[config.mk]
export PLATFORM = sky130hd
export DESIGN_NAME = vau_sqrt
export DESIGN_NICKNAME = d
export VERILOG_FILES = /design/src/vau_pkg.sv /design/src/vau_sqrt.sv
export SDC_FILE = /design/constraint.sdc
export NUM_CORES = 2
export LEC_CHECK = 0
export BUFFER_PORTS_ARGS = -buffer_cell sky130_fd_sc_hd__clkbuf_2
export CAP_MARGIN = 20
export CORE_MARGIN = 4
export CORE_UTILIZATION = 34
export DETAILED_ROUTE_END_ITERATION = 10
export GPL_TIMING_DRIVEN = 0
export PLACE_DENSITY_LB_ADDON = 0.3
export SYNTH_ARGS = -nofsm -noshare
export SYNTH_HDL_FRONTEND = slang
export SYNTH_MEMORY_MAX_BITS = 65536
export SYNTH_SLANG_ARGS = --single-unit
[constraint.sdc]
create_clock -name clk -period 6.9 [get_ports clk]
set_clock_uncertainty 0.2 [all_clocks]
set_input_delay 0.345 -clock clk [delete_from_list [all_inputs] [get_ports clk]]
set_output_delay 0.345 -clock clk [all_outputs]
set_load 0.02 [all_outputs]
[src/vau_pkg.sv]
// ----------------------------------------------------------------------------
// vau_pkg
// Widths, operation codes, payload types and saturation helpers shared by the
// vector ALU modules.
// ----------------------------------------------------------------------------
`default_nettype none

package vau_pkg;

	localparam int W   = 32;
	localparam int F   = 16;
	localparam int SW  = 2 * W + 2;
	localparam int N   = W + F;
	localparam int LAT = 6 + W + N;

	typedef enum logic [2:0] {
		K_ADD   = 3'd0,
		K_SUB   = 3'd1,
		K_SCALE = 3'd2,
		K_DOT   = 3'd3,
		K_CROSS = 3'd4,
		K_NEG   = 3'd5,
		K_LEN   = 3'd6,
		K_NORM  = 3'd7
	} kind_t;

	typedef logic signed [W-1:0]   word_t;
	typedef logic signed [2*W-1:0] prod_t;
	typedef logic signed [SW-1:0]  wide_t;
	typedef logic [2*W-1:0]        usq_t;
	typedef logic [N-1:0]          num_t;

	typedef struct packed {
		word_t val;
		logic  ov;
	} sat_t;

	typedef struct packed {
		logic [W-2:0] val;
		logic         ov;
	} len_t;

	typedef struct packed {
		kind_t kind;
		word_t rx;
		word_t ry;
		word_t rz;
		word_t sc;
		logic  ov;
		word_t ax;
		word_t ay;
		word_t az;
	} side_t;

	typedef struct packed {
		side_t        sd;
		logic [W-1:0] len;
	} side2_t;

	localparam logic [W-1:0] ONE_Q = W'(1) << F;

	function automatic wide_t ext_w(input word_t v);
		return {{(SW - W){v[W-1]}}, v};
	endfunction

	function automatic wide_t ext_p(input prod_t v);
		return {{(SW - 2 * W){v[2*W-1]}}, v};
	endfunction

	// Clamp a wide signed value to the word range.
	function automatic sat_t sat(input wide_t v);
		sat_t            r;
		logic [SW-W:0]   hi;
		hi = v[SW-1:W-1];
		if (hi == '0 || hi == '1) begin
			r.val = v[W-1:0];
			r.ov  = 1'b0;
		end else begin
			r.ov  = 1'b1;
			r.val = v[SW-1] ? {1'b1, {(W-1){1'b0}}} : {1'b0, {(W-1){1'b1}}};
		end
		return r;
	endfunction

	function automatic len_t lensat(input logic [W-1:0] l);
		len_t r;
		r.ov  = l[W-1];
		r.val = l[W-1] ? '1 : l[W-2:0];
		return r;
	endfunction

	// Apply the sign of the dividend to an unsigned quotient and clamp it.
	function automatic sat_t divsat(input num_t q, input logic neg);
		sat_t r;
		num_t lim;
		lim = {{(N-1){1'b0}}, 1'b1} << (W - 1);
		if (neg) begin
			r.ov  = (q > lim);
			r.val = r.ov ? {1'b1, {(W-1){1'b0}}} : -q[W-1:0];
		end else begin
			r.ov  = (q >= lim);
			r.val = r.ov ? {1'b0, {(W-1){1'b1}}} : q[W-1:0];
		end
		return r;
	endfunction

	function automatic logic [W-1:0] mag(input word_t v);
		return v[W-1] ? -v : v;
	endfunction

endpackage

`default_nettype wire

[src/vau_sqrt.sv]
// ----------------------------------------------------------------------------
// vau_sqrt
// Pipelined integer square root, one root bit resolved per stage.
// ----------------------------------------------------------------------------
`default_nettype none

module vau_sqrt (
	input  wire logic                    clk,
	input  wire logic                    en,
	input  wire vau_pkg::usq_t           n,
	output logic [vau_pkg::W-1:0]        root
);

	logic [2*vau_pkg::W:0] op_s  [1:vau_pkg::W];
	logic [2*vau_pkg::W:0] res_s [1:vau_pkg::W];

	for (genvar k = 0; k < vau_pkg::W; k++) begin : g_st
		localparam int SH = 2 * vau_pkg::W - 2 - 2 * k;
		logic [2*vau_pkg::W:0] op_c, res_c, bit_c, trial;
		logic                  ge;

		if (k == 0) begin : g_first
			assign op_c  = {1'b0, n};
			assign res_c = '0;
		end else begin : g_rest
			assign op_c  = op_s[k];
			assign res_c = res_s[k];
		end

		assign bit_c = {{(2*vau_pkg::W){1'b0}}, 1'b1} << SH;
		assign trial = res_c + bit_c;
		assign ge    = (op_c >= trial);

		always_ff @(posedge clk) begin
			if (en) begin
				op_s[k+1]  <= ge ? op_c - trial : op_c;
				res_s[k+1] <= ge ? (res_c >> 1) + bit_c : res_c >> 1;
			end
		end
	end

	assign root = res_s[vau_pkg::W][vau_pkg::W-1:0];

endmodule

`default_nettype wire

# Word-level counts from Yosys, hierarchy flattened
# Memories as Yosys holds them, arrays and structs flattened.
# Index checks and enable logic that the tools add are counted.
[op_classes] bitwise=0 n_div=0 order_cmp=32 n_eq_ne=0 addsub=94 multipliers=0 n_reduce_logical=0 shift=0 n_mux=66
[ops] operator="65-bit 2-to-1 mux" n=63
[ops] operator="65-bit greater-or-equal comparator" n=31
[ops] operator="65-bit subtractor" n=31
[ops] operator="64-bit by 1-bit adder with 65-bit output, second input constant" n=1
[ops] operator="64-bit by 11-bit adder with 65-bit output, second input constant" n=1
[ops] operator="64-bit by 13-bit adder with 65-bit output, second input constant" n=1
[ops] operator="64-bit by 15-bit adder with 65-bit output, second input constant" n=1
[ops] operator="64-bit by 17-bit adder with 65-bit output, second input constant" n=1
[ops] operator="64-bit by 19-bit adder with 65-bit output, second input constant" n=1
[ops] operator="64-bit by 21-bit adder with 65-bit output, second input constant" n=1
[ops] operator="64-bit by 23-bit adder with 65-bit output, second input constant" n=1
[ops] operator="64-bit by 25-bit adder with 65-bit output, second input constant" n=1
[ops] operator="64-bit by 27-bit adder with 65-bit output, second input constant" n=1
[ops] operator="64-bit by 29-bit adder with 65-bit output, second input constant" n=1
[ops] operator="64-bit by 3-bit adder with 65-bit output, second input constant" n=1
[ops] operator="64-bit by 31-bit adder with 65-bit output, second input constant" n=1
[ops] operator="64-bit by 33-bit adder with 65-bit output, second input constant" n=1
[ops] operator="64-bit by 35-bit adder with 65-bit output, second input constant" n=1
[ops] operator="64-bit by 37-bit adder with 65-bit output, second input constant" n=1
[ops] operator="64-bit by 39-bit adder with 65-bit output, second input constant" n=1
[ops] operator="64-bit by 41-bit adder with 65-bit output, second input constant" n=1
[ops] operator="64-bit by 43-bit adder with 65-bit output, second input constant" n=1
[ops] operator="64-bit by 45-bit adder with 65-bit output, second input constant" n=1
[ops] operator="64-bit by 47-bit adder with 65-bit output, second input constant" n=1
[ops] operator="45 further kinds" n=46
[word_totals] ramBits=4160 rom_bits=0 memories=2 latch_bits=0 out_inout_bits=32 input_bits=66 wordCells=194 register_bits=0
[mem_list] name="op_s" words=32 word_bits=65 rd=31 rd_clocked_by_memory_dff=0 write_ports=32 line_no="vau_sqrt.sv:14" source="logic [2*vau_pkg::W:0] op_s [1:vau_pkg::W];"
[mem_list] name="res_s" words=32 word_bits=65 rd=32 rd_clocked_by_memory_dff=0 write_ports=32 line_no="vau_sqrt.sv:15" source="logic [2*vau_pkg::W:0] res_s [1:vau_pkg::W];"

# Longest topological paths before layout
# An unclocked memory read counts as a cell.
[logic_depth] depth_word=4 depth_mapped=15 mapped_depth_nobuf=13

# Worst setup path after synthesis
# No wires, ideal clock.
[synth_path] kind="register to register" start="reg op_s[0][897] (netlist name)" end="reg op_s[0][966] (netlist name)" t_arrival_ns=3.259 n_path_buf=1 slack_ns=3.169 synth_period_minus_slack_ns=3.731 required_ns=6.429 path_stages_with_launch=12 setup_ns=0.271 path_cell_list="edfxtp_1 -> or4_1 -> or3_1 -> or3_1 -> or4_4 -> or3_1 -> nor3_1 -> a21bo_2 -> buf_6 -> o21ai_4 -> nor4_1 -> xor2_1"

==> results.md <==
- Status: completed
- GRT Overall Usage: roughly 17%
- Critical path class: flip-flop to flip-flop
- CTS H-tree lvls: 5
- Vias per Instance: around 5
- Register bit count reported by yosys: approximately 2,500
- EDFF count, synth: around 2,500
- Post-CTS setup buffer count: 0
- Met2 wire length: approximately 170,000 um
- Synthesized area per cell: 12.6 um^2
- Worst Path Arrival: 6.13 ns
- CTS Buf Count: about 280
- Clk slew on worst S/H paths: 0.06 ns
- WL/cell: approximately 21 um
- Main combinational cell family by area after synthesis: simple AND/OR/NAND/NOR gates
- Grt ovf: 0
- CP bufs+invs: 3
- CP max FO: 10
- Crit end category: flip-flop
- RSZ-0062 raised after global routing: false
- CP max-delay cell: buf_1
- Synth Area in Compound Gates: 9.20%
- Worst hold path class: primary input to flip-flop
- Worst skew pair latency: 0.88 ns
- Register area share after synthesis: about 63%
- Setup_tns: 0 ns
- Slew headroom: approximately a quarter
- Clock sink count: around 2,500
- Min Clock Period, post-route: 5.79 ns
- Mapped Cells: 9,656
- Fin nets: approximately 11,000
- Drt first pass iters: 6
- I/O pin count: between 90 and 100
- Leakage: approximately 0.052 uW
- Final WS setup: around 1.1 ns
- CP max stage delay: roughly 0.8 ns
- Dpl hpwl: about 240,000 um
- CTS max path bufs: 4
- Met1 WL: around 120,000 um
- Post-synthesis adder-cell area fraction: between 5 and 6%
- Initial Utilization: approximately 34%
- Commonest cells after routing, fill and taps aside: 2,543 x edfxtp_1, 696 x inv_1, 653 x nor2_1
- Family with the most delay on the worst path: buffers and inverters
- Yosys warnings: 0
- Die span in x: slightly above 600 um
- Worst-Margin Slew: 1.15 ns
- Slew Limit Fails: 0
- Max-cap violations: 0
- Core Rows: 219
- Layout cells sized above 1: approximately 7.0%
- PD cells: ~330 mW/mm^2
- Placer Congestion: 0.927
- Tcrit/Tclk final: 84.0%
- Dpl ws: a little under 0.9 ns
- Worst VDD drop: ~0.17 mV
- Die height: 607 um
- Synth area leaders: edfxtp_1 63%, ha_1 5.7%, xnor2_1 3.5%, xor2_1 3.1%, a21oi_1 2.4%
- Post-Synth XOR/XNOR Area: roughly 6.5%
- DR top layer: met4
- Synthesis-to-layout area growth: 14.4%
- Critical path, cell by cell: ha_1 > and3_1 > and3_1 > nand2_1 > or3_1 > a21oi_1 > o21ai_0 > o31a_1 > inv_2 > buf_1 > clkbuf_1 > a21oi_1
- Most common cell after layout, fill and taps aside: edfxtp_1
- DRC violations left: 0
- Drt initial violations: roughly 6,600
- Post-synth cell types: around 100
- Root buf cell: clkbuf_16
- Vias after detailed routing: between 70,000 and 80,000
- Post-synthesis mux area share: less than 1%
- Fin. Hold Viols: 0
- Port bufs: 97
- Startpoint Class: flip-flop
- Cell taking the most area after synthesis: edfxtp_1
- Largest net degree at the start of global routing: about 130
- ANT nets after route: 0
- CTS tree: yes
- First-pass GRT wire length: about 480,000 um
- DR WL met3: roughly 12,000 um
- Worst Path Required: slightly above 7 ns
- Max frequency: approximately 170 MHz
- Total wire length: ~320,000 um
- Initial antenna violation count: 6
- Syn nets: just over 10,000
- Post-Synth Simple-Gate Area: roughly 12%
- Total core area: roughly 0.36 mm^2
- Mapped Area: around 0.12 mm^2
- Vias in the first global route: around 80,000
- Synth top area share: roughly 63%
- Post-synth ARST share: 0%
- Setup-failing EPs final: 0
- Ys flop type: edfxtp_1
- Die area: 0.368 mm^2
## power by group
part	leakage, uW	switching (uW)	internal, uW
clock	0.00438	6160	8730
sequential	0.0245	1540	19500
combinational	0.0229	5700	3790
## synthesized netlist by cell type, types with 23 or more instances
master,number
nor2b_1,75
o21bai_1,56
o211ai_1,26
nand3_1,166
o21ai_0,405
and2_1,41
ha_1,558
nand2_1,601
inv_1,696
or2_2,33
edfxtp_1,2543
or4_1,74
clkbuf_1,171
or3_1,109
a21oi_1,573
a21boi_0,23
xnor2_1,481
nor3_1,259
nor2_1,653
o21a_1,107
a211oi_1,36
nor4b_1,48
o31ai_1,50
nor4_1,347
a31oi_1,57
xor2_1,429
a21o_1,261
and3_1,60
nand3b_1,25
nand4_1,150
mux2_2,75
nand2b_1,115
## flip-flops by register name (all words and copies together), names as in the netlist
register and cells:
res_s 528, op_s 2015
## logic make-up (layout without fill, tap and decap cells)
logic type                 count (synthesis)  after routing
AOI/OAI and AO/OA                       1790           1790
xor gates and xnor gates                 910            910
adders and majority gates                558            558
buffers and inverters                    898           1653
DFF                                     2543           2543
muxes                                     88             88
other                                      0              4
and+or+nand+nor                         2869           2869
## cell type report
cell class / instances / area [um^2]
diodes: 4 / 10.0
fillers: 33400 / 217000
repair buffers: 263 / 2520
inverters: 698 / 2620
clock buffers: 336 / 7390
flip-flops and latches: 2543 / 76400
multi-input cells: 6215 / 42100
well taps: 4751 / 5940
clock inverters: 156 / 1670
plain buffers: 200 / 801
## metal layers
layer / vias up / GRT usage, %
met5: - / 0
met4: 0 / 7.20
met3: 619 / 1.83
met2: 1907 / 31.3
met1: 38300 / 19.1
li1: 37200 / -
## path summary, 6_finish.rpt
path	start	to	slack [ns]	cells after the start
worst max-delay path	op_s[0][1772]	op_s[0][1834]	1.11	12
worst min register to register	op_s[0][422]	op_s[0][487]	0.23	0
worst max register to register	op_s[0][1772]	op_s[0][1834]	1.11	12
worst min-delay path	n[34]	op_s[0][99]	0.06	2
## timing repair
action,in CTS,in global routing
resized for setup,0,0
hold buffers,128,0
hold endpoints to repair,107,0
## metrics by stage
stage               util (%)  instances  hold WS [ns]  cell area (um^2)  power, uW
finish                  39.1      15200        0.0599            139000      45400
global route            39.1      15200        0.0290            139000      47700
CTS                     39.1      15200       0.00157            139000      45800
detailed placement      36.2      14500         0.227            129000      30700
global placement        36.0      14500         0.226            128000      32100
floorplan                  -       9656         0.217            122000      27400
No activity file was read; power rests on OpenSTA's default activity.
